File: src/rtl/xrm_pkg.sv
package xrm_pkg;

    localparam int unsigned SEED_W  = 32;
    localparam int unsigned RANGE_W = 31;
    localparam int unsigned STEP_W  = 5;

    localparam logic [SEED_W-1:0] SEED_RESET = 32'hF0C5_F0C5;
    localparam logic [SEED_W-1:0] SEED_XOR   = 32'h1D87_2B41;
    localparam int unsigned       SHIFT_R    = 5;
    localparam int unsigned       SHIFT_L    = 27;

    typedef enum logic {
        OP_DRAW   = 1'b0,
        OP_RESEED = 1'b1
    } t_op;

    typedef enum logic [1:0] {
        BS_IDLE,
        BS_DIV,
        BS_DONE
    } t_back_state;

    // One command for the back end. The dividend is the seed as it stood
    // before the draw advanced it.
    typedef struct packed {
        logic               is_div;
        logic [SEED_W-1:0]  dividend;
        logic [RANGE_W-1:0] divisor;
    } t_cmd;

    function automatic logic [SEED_W-1:0] advance_seed(input logic [SEED_W-1:0] s);
        logic [SEED_W-1:0] n;
        logic [SEED_W-1:0] t;
        n = s ^ SEED_XOR;
        t = n ^ (n >> SHIFT_R);
        return t ^ n ^ (t << SHIFT_L);
    endfunction

endpackage

File: src/rtl/xorshift_random_modulo.sv
// Xorshift generator with a 32-bit seed that returns the seed modulo a range.
// A draw beat returns the current seed modulo i_range_limit and advances the
// seed; a zero range returns 0 and keeps the seed; a reseed beat loads
// i_seed_value and returns 0. The front end updates the seed as soon as a
// beat is accepted and hands the remainder job to a short queue, so up to
// QUEUE_DEPTH beats are taken ahead of the back end. The back end works on
// one job at a time with a radix-2 restoring divider: a draw with a nonzero
// range occupies it for a load step, 32 quotient steps and a step that
// writes the output register; a reseed or zero-range draw only for the load
// and the write. Sustained draw throughput is therefore set by the divider
// loop. The output register lets the next job run while a result waits on
// o_valid.
module xorshift_random_modulo #(
    parameter int unsigned QUEUE_DEPTH = 2
) (
    input  logic                         i_clk,
    input  logic                         i_rst_n,
    input  logic                         i_valid,
    output logic                         o_stall,
    input  logic                         i_op,
    input  logic [xrm_pkg::RANGE_W-1:0]  i_range_limit,
    input  logic [xrm_pkg::SEED_W-1:0]   i_seed_value,
    output logic                         o_valid,
    input  logic                         i_stall,
    output logic [xrm_pkg::RANGE_W-1:0]  o_random_value
);
    import xrm_pkg::*;

    t_cmd push_cmd;
    t_cmd head_cmd;
    logic push;
    logic pop;
    logic full;
    logic empty;

    xrm_front u_front (
        .i_clk         (i_clk),
        .i_rst_n       (i_rst_n),
        .i_valid       (i_valid),
        .i_op          (i_op),
        .i_range_limit (i_range_limit),
        .i_seed_value  (i_seed_value),
        .i_full        (full),
        .o_stall       (o_stall),
        .o_push        (push),
        .o_cmd         (push_cmd)
    );

    xrm_queue #(
        .DEPTH (QUEUE_DEPTH)
    ) u_queue (
        .i_clk   (i_clk),
        .i_rst_n (i_rst_n),
        .i_push  (push),
        .i_cmd   (push_cmd),
        .i_pop   (pop),
        .o_full  (full),
        .o_empty (empty),
        .o_cmd   (head_cmd)
    );

    xrm_back u_back (
        .i_clk          (i_clk),
        .i_rst_n        (i_rst_n),
        .i_empty        (empty),
        .i_cmd          (head_cmd),
        .o_pop          (pop),
        .i_stall        (i_stall),
        .o_valid        (o_valid),
        .o_random_value (o_random_value)
    );

endmodule

File: src/rtl/xrm_front.sv
module xrm_front (
    input  logic                         i_clk,
    input  logic                         i_rst_n,
    input  logic                         i_valid,
    input  logic                         i_op,
    input  logic [xrm_pkg::RANGE_W-1:0]  i_range_limit,
    input  logic [xrm_pkg::SEED_W-1:0]   i_seed_value,
    input  logic                         i_full,
    output logic                         o_stall,
    output logic                         o_push,
    output xrm_pkg::t_cmd                o_cmd
);
    import xrm_pkg::*;

    logic [SEED_W-1:0] r_seed;
    logic [SEED_W-1:0] n_seed;
    logic              draw;

    assign o_stall = i_full;
    assign o_push  = i_valid && !i_full;

    // Only a draw with a nonzero range needs the divider.
    assign draw = (t_op'(i_op) == OP_DRAW) && (i_range_limit != '0);

    always_comb begin
        n_seed = r_seed;
        if (o_push) begin
            if (t_op'(i_op) == OP_RESEED) begin
                n_seed = i_seed_value;
            end else if (draw) begin
                n_seed = advance_seed(r_seed);
            end
        end
    end

    always_comb begin
        o_cmd.is_div   = draw;
        o_cmd.dividend = r_seed;
        o_cmd.divisor  = i_range_limit;
    end

    always_ff @(posedge i_clk) begin
        if (!i_rst_n) begin
            r_seed <= SEED_RESET;
        end else begin
            r_seed <= n_seed;
        end
    end

endmodule

File: src/rtl/xrm_queue.sv
module xrm_queue #(
    parameter int unsigned DEPTH = 2
) (
    input  logic           i_clk,
    input  logic           i_rst_n,
    input  logic           i_push,
    input  xrm_pkg::t_cmd  i_cmd,
    input  logic           i_pop,
    output logic           o_full,
    output logic           o_empty,
    output xrm_pkg::t_cmd  o_cmd
);
    import xrm_pkg::*;

    localparam int unsigned PTR_W = (DEPTH > 1) ? $clog2(DEPTH) : 1;
    localparam int unsigned CNT_W = $clog2(DEPTH + 1);
    localparam logic [PTR_W-1:0] LAST = PTR_W'(DEPTH - 1);
    localparam logic [CNT_W-1:0] FULL = CNT_W'(DEPTH);

    t_cmd             r_mem [DEPTH];
    logic [PTR_W-1:0] r_wr_ptr;
    logic [PTR_W-1:0] r_rd_ptr;
    logic [CNT_W-1:0] r_count;
    logic             do_push;
    logic             do_pop;

    assign o_full  = (r_count == FULL);
    assign o_empty = (r_count == '0);
    assign o_cmd   = r_mem[r_rd_ptr];
    assign do_push = i_push && !o_full;
    assign do_pop  = i_pop && !o_empty;

    always_ff @(posedge i_clk) begin
        if (do_push) begin
            r_mem[r_wr_ptr] <= i_cmd;
        end
    end

    always_ff @(posedge i_clk) begin
        if (!i_rst_n) begin
            r_wr_ptr <= '0;
            r_rd_ptr <= '0;
            r_count  <= '0;
        end else begin
            if (do_push) begin
                r_wr_ptr <= (r_wr_ptr == LAST) ? '0 : r_wr_ptr + 1'b1;
            end
            if (do_pop) begin
                r_rd_ptr <= (r_rd_ptr == LAST) ? '0 : r_rd_ptr + 1'b1;
            end
            if (do_push && !do_pop) begin
                r_count <= r_count + 1'b1;
            end else if (do_pop && !do_push) begin
                r_count <= r_count - 1'b1;
            end
        end
    end

endmodule

File: src/rtl/xrm_back.sv
module xrm_back (
    input  logic                         i_clk,
    input  logic                         i_rst_n,
    input  logic                         i_empty,
    input  xrm_pkg::t_cmd                i_cmd,
    output logic                         o_pop,
    input  logic                         i_stall,
    output logic                         o_valid,
    output logic [xrm_pkg::RANGE_W-1:0]  o_random_value
);
    import xrm_pkg::*;

    t_back_state        r_state;
    t_back_state        n_state;
    logic [STEP_W-1:0]  r_cnt;
    logic [STEP_W-1:0]  n_cnt;
    logic [RANGE_W-1:0] r_rem;
    logic [RANGE_W-1:0] n_rem;
    logic [SEED_W-1:0]  r_dvd;
    logic [SEED_W-1:0]  n_dvd;
    logic [RANGE_W-1:0] r_div;
    logic [RANGE_W-1:0] n_div;
    logic               r_out_valid;
    logic               n_out_valid;
    logic [RANGE_W-1:0] r_out_data;
    logic [RANGE_W-1:0] n_out_data;
    logic [SEED_W-1:0]  shifted;
    logic [SEED_W-1:0]  diff;
    logic               out_free;

    // Restoring division, one quotient bit per cycle. The partial remainder
    // stays below the divisor, so it fits in the divisor's width.
    assign shifted  = {r_rem, r_dvd[SEED_W-1]};
    assign diff     = shifted - {1'b0, r_div};
    assign out_free = !r_out_valid || !i_stall;

    always_comb begin
        n_state     = r_state;
        n_cnt       = r_cnt;
        n_rem       = r_rem;
        n_dvd       = r_dvd;
        n_div       = r_div;
        n_out_data  = r_out_data;
        n_out_valid = r_out_valid && i_stall;
        o_pop       = 1'b0;
        unique case (r_state)
            BS_IDLE: begin
                if (!i_empty) begin
                    o_pop = 1'b1;
                    n_rem = '0;
                    n_dvd = i_cmd.dividend;
                    n_div = i_cmd.divisor;
                    n_cnt = STEP_W'(SEED_W - 1);
                    n_state = i_cmd.is_div ? BS_DIV : BS_DONE;
                end
            end
            BS_DIV: begin
                n_dvd = r_dvd << 1;
                if (!diff[SEED_W-1]) begin
                    n_rem = diff[RANGE_W-1:0];
                end else begin
                    n_rem = shifted[RANGE_W-1:0];
                end
                n_cnt = r_cnt - 1'b1;
                if (r_cnt == '0) begin
                    n_state = BS_DONE;
                end
            end
            BS_DONE: begin
                if (out_free) begin
                    n_out_valid = 1'b1;
                    n_out_data  = r_rem;
                    n_state     = BS_IDLE;
                end
            end
            default: begin
                n_state = BS_IDLE;
            end
        endcase
    end

    always_ff @(posedge i_clk) begin
        if (!i_rst_n) begin
            r_state     <= BS_IDLE;
            r_cnt       <= '0;
            r_out_valid <= 1'b0;
        end else begin
            r_state     <= n_state;
            r_cnt       <= n_cnt;
            r_out_valid <= n_out_valid;
        end
    end

    always_ff @(posedge i_clk) begin
        r_rem      <= n_rem;
        r_dvd      <= n_dvd;
        r_div      <= n_div;
        r_out_data <= n_out_data;
    end

    assign o_valid        = r_out_valid;
    assign o_random_value = r_out_data;

endmodule
File: config.mk
export PLATFORM = sky130hd
export DESIGN_NAME = xorshift_random_modulo
export DESIGN_NICKNAME = d
export VERILOG_FILES = /design/src/rtl/xrm_pkg.sv /design/src/rtl/xorshift_random_modulo.sv /design/src/rtl/xrm_front.sv /design/src/rtl/xrm_queue.sv /design/src/rtl/xrm_back.sv
export SDC_FILE = /design/constraint.sdc
export NUM_CORES = 1
export LEC_CHECK = 0
export BUFFER_PORTS_ARGS = -buffer_cell sky130_fd_sc_hd__buf_2
export CAP_MARGIN = 15
export CORE_MARGIN = 2
export CORE_UTILIZATION = 61
export CTS_CLUSTER_DIAMETER = 50
export DETAILED_ROUTE_END_ITERATION = 16
export HOLD_SLACK_MARGIN = 0.15
export PLACE_DENSITY_LB_ADDON = 0.05
export SLEW_MARGIN = 20
export SYNTH_ARGS = -nofsm -noshare
export SYNTH_HDL_FRONTEND = slang
export SYNTH_HIERARCHICAL = 1
export SYNTH_SLANG_ARGS = --single-unit
File: constraint.sdc
create_clock -name i_clk -period 5.95 [get_ports i_clk]
set_clock_uncertainty 0.05 [all_clocks]
set_input_delay 0.8925 -clock i_clk [delete_from_list [all_inputs] [get_ports i_clk]]
set_output_delay 0.8925 -clock i_clk [all_outputs]
set_load 0.01 [all_outputs]
---- Word level (Yosys, flattened, before mapping) ----
Memory sizes are Yosys's and may differ from the RTL's. A register that Yosys moved wholly into a read port is not among the register bits.
Index checks and enable logic that the tools add are counted.
storage, ports and cells
  input bits .............................. 68
  memories ................................ 1
  output and inout port bits .............. 33
  logic and storage cells ................. 82
  bits in registers ....................... 169
  bits in writable memories ............... 128
memory list
  memory         words  width  rd ports  clocked after Yosys merged registers in  write ports  RTL line         text
  u_queue.r_mem  2      64     1         1                                        1            xrm_queue.sv:20  t_cmd r_mem [DEPTH];
cells by class
  equal/unequal tests ..................... 6
  bitwise operators ....................... 6
  mux-type cells .......................... 26
  add/sub/neg operators ................... 6
  reductions and logical operators ........ 26
operator list
  operator                                          number
  two-way mux 32 bit                                3
  one-hot mux 32 bit (2 select lines)               1
  XOR 32 bit                                        2
  two-way mux 31 bit                                2
  one-hot mux 31 bit (2 select lines)               1
  subtractor 32 x 31 -> 32 bit                      1
  XOR 32 x 27 -> 32 bit                             1
  nonzero test 31 bit                               1
  inverter 14 bit                                   1
  two-way mux 2 bit                                 6
  two-way mux 1 bit                                 10
  one-hot mux 5 bit (2 select lines)                1
  AND reduction 2 bit                               4
  logical AND 1 bit                                 7
  logical NOT 1 bit                                 6
  one-hot mux 2 bit (3 select lines)                1
  nonzero test 2 bit                                3
  logical NOT 5 bit                                 1
  two-way mux 5 bit                                 1
  subtractor 5 x 1 -> 5 bit, second input constant  1
  equality test 2 bit, second input constant        2
  logical NOT 2 bit                                 2
  != test 2 x 1 -> 1 bit, second input constant     2
  AND reduction 3 bit                               1
  7 further kinds                                   9

---- Longest topological paths before layout ----
Gate-level depths: netlist of run 1.
  depth after elaboration ................. 8
  gate-level depth with buffers ........... 14
  depth with buffers taken out ............ 13

---- Modules after synthesis ----
The synthesis of run 1 kept the hierarchy.
modules (own cells, without submodules)
  module     instances  cells an instance  area an instance (um^2)  sequential area each (um^2)
  xrm_back   1          601                6,770.2                  3,913.8
  xrm_queue  1          224                4,870.9                  3,943.8
  xrm_front  1          313                2,651.3                  640.6

---- Worst setup path before layout of run 1 ----
No wires, ideal clock.
  kind .................................... register to register
  from .................................... reg u_queue.r_count[0]
  to ...................................... reg u_back.r_cnt[4]
  cell stages (with the launch flop) ...... 7
  library setup time ...................... 0.116 ns
  arrival time ............................ 4.578 ns
  setup slack ............................. 1.206 ns
  cell sequence ........................... dfxtp_1 > nor2_1 > a21oi_1 > nand2_1 > nor3_1 > xor2_1 > o21a_1
on the way
  cells in the longest elaborated chain, start to end .. 3
ends and longest elaborated chain
  element                               RTL line                      text
  start: declaration                    xrm_queue.sv:23               logic [CNT_W-1:0] r_count;
  start signal: assignment              xrm_queue.sv:52               r_count <= r_count + 1'b1;
  start signal: assignment              xrm_queue.sv:54               r_count <= r_count - 1'b1;
  logical NOT 2 bit                     xrm_queue.sv:28               assign o_empty = (r_count == '0);
  net empty                             xorshift_random_modulo.sv:34  logic empty;
  != test 2 bit (no source line)        --
  AND reduction 2 bit (no source line)  --
  end signal: assignment                xrm_back.sv:89                r_cnt <= n_cnt;
  end: declaration                      xrm_back.sv:15                logic [STEP_W-1:0] r_cnt;
The timed path passes the listed nets, and every way through them passes these cells.
A chain may end at the register's enable or synchronous reset.

---- Final worst setup path of run 1 ----
  from .................................... reg u_back.r_rem[0]
  to ...................................... reg u_back.r_rem[1] (data pin)
on the way
  cells in the longest elaborated chain, start to end .. 3
ends and longest elaborated chain
  element                                  RTL line        text
  start: declaration                       xrm_back.sv:17  logic [RANGE_W-1:0] r_rem;
  start signal: assignment                 xrm_back.sv:95  r_rem <= n_rem;
  subtractor 32 x 31 -> 32 bit             xrm_back.sv:34  assign diff = shifted - {1'b0, r_div};
  two-way mux 31 bit (*)                   xrm_back.sv:59  if (!diff[SEED_W-1]) begin
  one-hot mux 31 bit (2 select lines) (*)  xrm_back.sv:46  unique case (r_state)
Mark *: on every way between the ends. The rest lies on a longest branch, timed or not.

==> flow_metrics.tcl, run 1 <==
set metrics [dict create \
    outcome "completed" \
    clockRootBuffer "clkbuf_16" \
    regArea_sq_mm 0.008499 \
    hp-class "reg -> reg" \
    grt_util_met3 0.03331 \
    p_sw_mw 3.317 \
    crit_slowest_cell "a211oi_1" \
    syn_to_final_growth_pct 10.85 \
    crit_start "u_back/r_rem[0]" \
    seqPwrFrac 0.377 \
    grt_first_pass_wirelength_mm 43.81 \
    crit_path_end "u_back/r_rem[1]" \
    ant_nets 0 \
    cts_made_buffers 35 \
    drive_above_1_share 0.2321 \
    rrSetupSlack_ns 1.95 \
    pin_count 101 \
    final_cell_area_sq_mm 0.01584 \
    p_clk_frac 0.222 \
    vdd_drop_max_uv 529.7 \
    use_met1 0.3019 \
    slew_viol_final 0 \
    use_met2 0.3839 \
    synth_seq_cells 298 \
    combPwrFrac 0.401 \
    avgViaCountPerCell 5.736 \
    gp_congestion 0.8414 \
    yosysUniqueCellTypes 74 \
    crit_path_end_kind "flop" \
    yosysSeqAreaShare 0.5946 \
    path_max_fanout 24 \
    r2r_start "u_back/r_rem[0]" \
    clock_path_buffers 3 \
    drtIter0Drc 617 \
    synth_top_flop_cell "edfxtp_1" \
    die_x_um 157.1 \
    r2r_cells 11 \
    period_share 0.6720 \
    finalSetupTns_ns 0 \
    die_h_um 157.1 \
    busiest_layer "met2" \
    finalSetupViolations 0 \
    num-fill-cells 1753 \
    multi_input_area_sq_mm 0.005032 \
    max-cap-violations 0 \
    dp_hpwl_mm 17.32 \
    netlist_area_sq_mm 0.01429 \
    path_class "reg -> reg" \
    htreeDepth 2 \
    slew_headroom 0.2850 \
    fin_nets 1293 \
    wl_per_cell_um 18.13 \
    fp-row-count 56 \
    hold_viol_final 0 \
    worstMarginPinSlew_ns 1.072 \
    core_area_sq_mm 0.02326 \
    preCtsSetupSlack_ns 1.870 \
    p_per_area_mw_per_mm2 586.6 \
    cp-start-kind "flop" \
    post_cts_resize_count 0 \
    ys_warn_count 6 \
    insertion_delay_ns 0.50 \
    p_leak_nw 5.993 \
    start_util 0.6144 \
    switching_share 0.3569 \
    vias 8804 \
    max_freq_mhz 250.1 \
    p_int_mw 5.977 \
    port_buffers 100 \
    finalCriticalPeriod_ns 3.998 \
    cts_sinks 298 \
    required_ns 6.12 \
    finalWorstSetupSlack_ns 1.952 \
    grt_max_degree 65 \
    drc 0 \
    wl_mm 27.82 \
    syn_area_per_cell_sq_um 12.56 \
    syn-num-nets 1241 \
    placed_area_sq_mm 0.01469 \
    grt_setup_unrepaired "no" \
    syn-instance-count 1138 \
    ys_async_sr_fraction 0 \
    die_area_sq_mm 0.02467 \
    hold_path_depth 0 \
    first_pass_iters 5 \
    regToRegEndpoint "u_back/r_rem[1]" \
    path_clk_slew_ns 0.06 \
    path_cells "ha_1, nor2b_1, o2111ai_1, a211oi_1, o2111ai_2, nand2_2, a211oi_4, xnor2_4, buf_4, mux2i_1, nor2_1" \
    crit_arrival_ns 4.17 \
    cts_hold_buf 0 \
    grt_pass1_vias 8481 \
    grt_use_total 0.2254 \
    worst_path_largest_cell_delay_ns 0.70 \
    antenna_found_initial 0 \
    overflow 0 \
    synth_enable_flop_cells 253 \
    cts_tree "built" \
    post_cts_buffers 0 \
]
-- layer usage --
metal	share of wire	wire length, um	vias to the layer above
li1	-	-	4283
met1	0.44	12290	4231
met2	0.49	13700	244
met3	0.045	1250	46
met4	0.021	576	0
met5	0	0	-
-- worst min path at each step --
stage	from	end	slack (ns)
after floorplan	u_front/r_seed[12]	u_queue/r_mem[0][43]	0.40
after global placement	u_back/r_rem[2]	u_back/o_random_value[2]	0.42
after detailed placement	u_back/r_rem[3]	u_back/o_random_value[3]	0.43
after CTS	u_back/r_rem[3]	u_back/o_random_value[3]	0.45
after global routing	u_back/r_rem[19]	u_back/o_random_value[19]	0.46
final	u_back/r_rem[3]	u_back/o_random_value[3]	0.44
-- sequential cells by signal (all words and copies together) (netlist names), named ones only --
register / flops
u_queue/r_rd_ptr: 1
u_front/r_seed: 32
u_back/o_random_value: 31
u_back/r_state: 2
u_back/r_cnt: 5
u_queue/r_count: 2
u_back/o_valid: 1
u_back/r_dvd: 32
u_back/r_div: 31
u_back/r_rem: 31
u_queue/r_mem: 128
u_queue/r_wr_ptr: 1
-- Yosys cell counts, drive strengths merged, types with 3 or more instances --
cell type	number	share of area
and2	5	0.0024
clkbuf	30	0.0079
and4	3	0.0018
a21o	12	0.0063
o22ai	5	0.0022
a211oi	5	0.0042
o211ai	46	0.028
o2111ai	14	0.0090
nand2b	25	0.011
xor2	12	0.0074
nand3b	4	0.0030
mux2	80	0.063
nor3	10	0.0039
o21a	9	0.0047
nor4	8	0.0035
nand2	147	0.039
a21oi	39	0.014
nor2	51	0.014
a2bb2oi	3	0.0018
xnor2	24	0.016
inv	46	0.012
ha	34	0.030
o21ai	41	0.017
a221oi	4	0.0025
and3	8	0.0035
o41ai	4	0.0025
a31oi	7	0.0031
nand4	22	0.0096
nand3	8	0.0028
nor2b	4	0.0018
dfxtp	45	0.063
mux2i	38	0.027
edfxtp	253	0.53
a21boi	6	0.0032
buf	67	0.036
-- logic make-up after synthesis --
kind of cell | synth area share
multiplexers | 0.08991
flip-flops | 0.5946
AO/OA/AOI/OAI | 0.1058
AND/OR/NAND/NOR | 0.09910
buffers and inverters | 0.05611
XOR/XNOR | 0.02337
adder cells (fa/ha/maj) | 0.03117
-- per-stage QoR --
step,utilization,std cells,hold WS (ns),power [mW]
after floorplan,-,1138,0.4047,6.517
after global placement,0.6313,1471,0.4187,7.159
after detailed placement,0.6313,1471,0.4331,7.243
after CTS,0.6798,1533,0.4472,9.335
after global routing,0.6810,1534,0.4591,9.882
final,0.6811,1535,0.4411,9.294
-- area by class of cell --
type                            count  share of cell area
Sequential cell                   298              0.5364
Multi-Input combinational cell    697              0.3176
Clock buffer                       43             0.06049
Timing Repair Buffer              112             0.03854
Tap cell                          319             0.02519
Inverter                           46             0.01090
Clock inverter                     19             0.01066
Antenna cell                        1           0.0001579
-- critical path, delay by kind of cell, from the launching register on --
kind | cells | cell delay (ns)
flip-flops | 1 | 0.46
adder cells (fa/ha/maj) | 1 | 0.32
XOR/XNOR | 1 | 0.67
AND/OR/NAND/NOR | 3 | 0.40
buffers and inverters | 1 | 0.39
AO/OA/AOI/OAI | 4 | 1.19
multiplexers | 1 | 0.23
-- cell usage in the layout, fill, tap and decap left out, types with 12 or more instances in the layout --
cell | Yosys | final
a21oi_1 | 38 | 36
dfxtp_1 | 45 | 44
inv_1 | 44 | 44
ha_1 | 34 | 34
edfxtp_1 | 253 | 253
a21o_1 | 12 | 12
mux2_2 | 76 | 76
nand2b_1 | 25 | 24
xnor2_1 | 23 | 23
o21ai_0 | 24 | 24
buf_2 | 16 | 100
o211ai_1 | 35 | 35
mux2i_1 | 38 | 38
clkbuf_16 | 0 | 37
nor2_1 | 50 | 49
o2111ai_1 | 13 | 13
nand2_1 | 146 | 146
nand4_1 | 22 | 22
xor2_1 | 12 | 12
-- power groups by stage --
stage | logic [mW] | registers, mW | clock network (mW)
after floorplan | 2.99 | 3.53 | 0
after global placement | 3.64 | 3.52 | 0
after detailed placement | 3.69 | 3.55 | 0
after CTS | 3.72 | 3.51 | 2.10
after global routing | 4.13 | 3.58 | 2.18
final | 3.73 | 3.51 | 2.06
Note: power is estimated with default switching activity, not from simulation.
==> run 2: changes to the inputs <==
- CORE_UTILIZATION: 61 -> 55
- clock period: 5.95 -> 3.52 ns (I/O delays scaled with it)
==> run 2 against run 1 <==
Against the previous run:
- cell count is 1.6% higher
- die area is 11% higher
- worst hold slack worse by 0.26 ns
- maximum frequency is 21% higher
- setup slack worse by 1.7 ns
- highest routed layer unchanged
==> flow_metrics.tcl, run 2 (synthesis gave the netlist of run 1 again) <==
set metrics [dict create \
    slew_headroom 0.3218 \
    fin_cells 1560 \
    cts_tree "built" \
    multi_input_area_sq_mm 0.005054 \
    regArea_sq_mm 0.008499 \
    path_class "reg -> reg" \
    p_leak_nw 6.045 \
    hp-start "i_range_limit[5]" \
    fp-row-count 59 \
    p_per_area_mw_per_mm2 992.7 \
    insertion_delay_ns 0.50 \
    ant_nets 0 \
    port_buffers 100 \
    reg_top3 "u_queue/r_mem x128, u_back/r_dvd x32, u_front/r_seed x32" \
    wl_mm 28.36 \
    crit_arrival_ns 3.50 \
    first_pass_iters 5 \
    r2r_cells 13 \
    finalPower_mw 15.86 \
    most-common-layout-cells "edfxtp_1, nand2_1, buf_2" \
    final_common_cell "edfxtp_1" \
    antenna_cells 0 \
    hp-class "in -> reg" \
    cts_sinks 298 \
    die_area_sq_mm 0.02729 \
    regMostFlops "u_queue/r_mem" \
    grt_use_total 0.2137 \
    grt_pass1_vias 8653 \
    r2r_start "u_back/r_dvd[31]" \
    vdd_drop_max_uv 501.2 \
    core_area_sq_mm 0.02576 \
    finalSetupTns_ns 0 \
    avgViaCountPerCell 5.676 \
    slew_viol_final 0 \
    die_x_um 165.2 \
    overflow 0 \
    preCtsSetupSlack_ns 0.1381 \
    clockRootBuffer "clkbuf_16" \
    worstMarginPinSlew_ns 1.017 \
    drive_above_1_share 0.2408 \
    placed_cells 1500 \
    grt_first_pass_wirelength_mm 45.85 \
    holdPathEnd "u_queue/r_mem[0][5]" \
    drc 0 \
    antenna_found_initial 0 \
    start_util 0.5548 \
    regToRegEndpoint "u_back/r_rem[22]" \
    vias 8854 \
    cts_made_buffers 35 \
    cp-start-kind "flop" \
    period_share 0.9382 \
    hold_path_depth 1 \
    die_h_um 165.2 \
    post_cts_buffers 0 \
    finalSetupViolations 0 \
    finalCriticalPeriod_ns 3.303 \
    pin_count 101 \
    grt_max_degree 60 \
    drtIter0Drc 627 \
    htreeDepth 2 \
    num-fill-cells 2051 \
    gp_congestion 0.8439 \
    hold_viol_final 0 \
    rrSetupSlack_ns 0.22 \
    cts_hold_buf 0 \
    outcome "completed" \
    path_max_fanout 4 \
    crit_path_end_kind "flop" \
    largest_reg_flops 128 \
    max_freq_mhz 302.8 \
    finalWorstSetupSlack_ns 0.2174 \
    path_clk_slew_ns 0.06 \
    required_ns 3.72 \
    syn_to_final_growth_pct 11.77 \
    dp_hpwl_mm 18.51 \
    clock_path_buffers 3 \
    wl_per_cell_um 18.18 \
    fin_nets 1306 \
    grt_setup_unrepaired "no" \
    max-cap-violations 0 \
]
-- run 2: cell count changes in the layout (fill, tap and decap cells not counted), moves of 2 or more --
cell	previous run	this run
buf_4	11	22
inv_8	3	0
clkinv_1	7	2
clkinv_2	3	1
clkbuf_1	5	10
clkbuf_8	1	3
buf_12	0	2
-- run 2: per-layer routing --
layer,share of wire,vias up,global-route usage
met5,0,-,0
met4,0.021,0,0.05889
met3,0.039,44,0.03122
met2,0.49,206,0.3640
met1,0.45,4298,0.2871
li1,-,4306,-
-- run 2: layout make-up --
cell class,instances,share of cell area
tap,335,0.02624
clock buffer,50,0.06289
timing repair buffer,125,0.04590
sequential,298,0.5320
inverter,46,0.01081
clock inverter,9,0.005796
multi-input combinational,697,0.3163
-- run 2: timing repair --
action | CTS | global route
hold endpoints to repair | 0 | 0
endpoints found under the setup margin | 0 | 5
resized for setup | 0 | 3
-- run 2: power breakdown --
group / switching, mW / internal, mW
logic: 3.72 / 2.74
clock network: 1.35 / 2.06
registers: 0.571 / 5.41
total: 5.65 / 10.2
-- run 2: how the worst max path moves through the flow --
stage / end / depth (start not counted) / startpoint
2_1_floorplan: u_queue/r_mem[0][0] / 8 / u_queue/r_count[0]
3_3_place_gp: u_back/r_rem[22] / 13 / u_back/r_dvd[31]
3_5_place_dp: u_back/r_rem[22] / 13 / u_back/r_dvd[31]
4_1_cts: u_back/r_rem[22] / 13 / u_back/r_dvd[31]
5_1_grt: u_back/r_rem[28] / 14 / u_back/r_dvd[31]
6_report: u_back/r_rem[22] / 13 / u_back/r_dvd[31]
-- run 2: critical path, stage by stage (launching register included) --
cell and delay, ns:
edfxtp_1 0.35, inv_1 0.08, ha_1 0.17, inv_1 0.05
fa_1 0.40, a21o_1 0.23, a311o_1 0.36, o211ai_2 0.10
o221ai_2 0.19, a211oi_2 0.30, or2_1 0.17, mux2i_1 0.09
o41ai_2 0.37, a21oi_1 0.11
-- run 2: stage by stage --
| step | area, sq um | hold WS [ns] | utilization |
|---|---|---|---|
| after floorplan | 14310 | 0.4047 | - |
| after global placement | 14840 | 0.4242 | 0.5758 |
| after detailed placement | 14840 | 0.4332 | 0.5758 |
| after CTS | 15930 | 0.1506 | 0.6184 |
| after global routing | 15980 | 0.1507 | 0.6201 |
| final | 15980 | 0.1776 | 0.6201 |
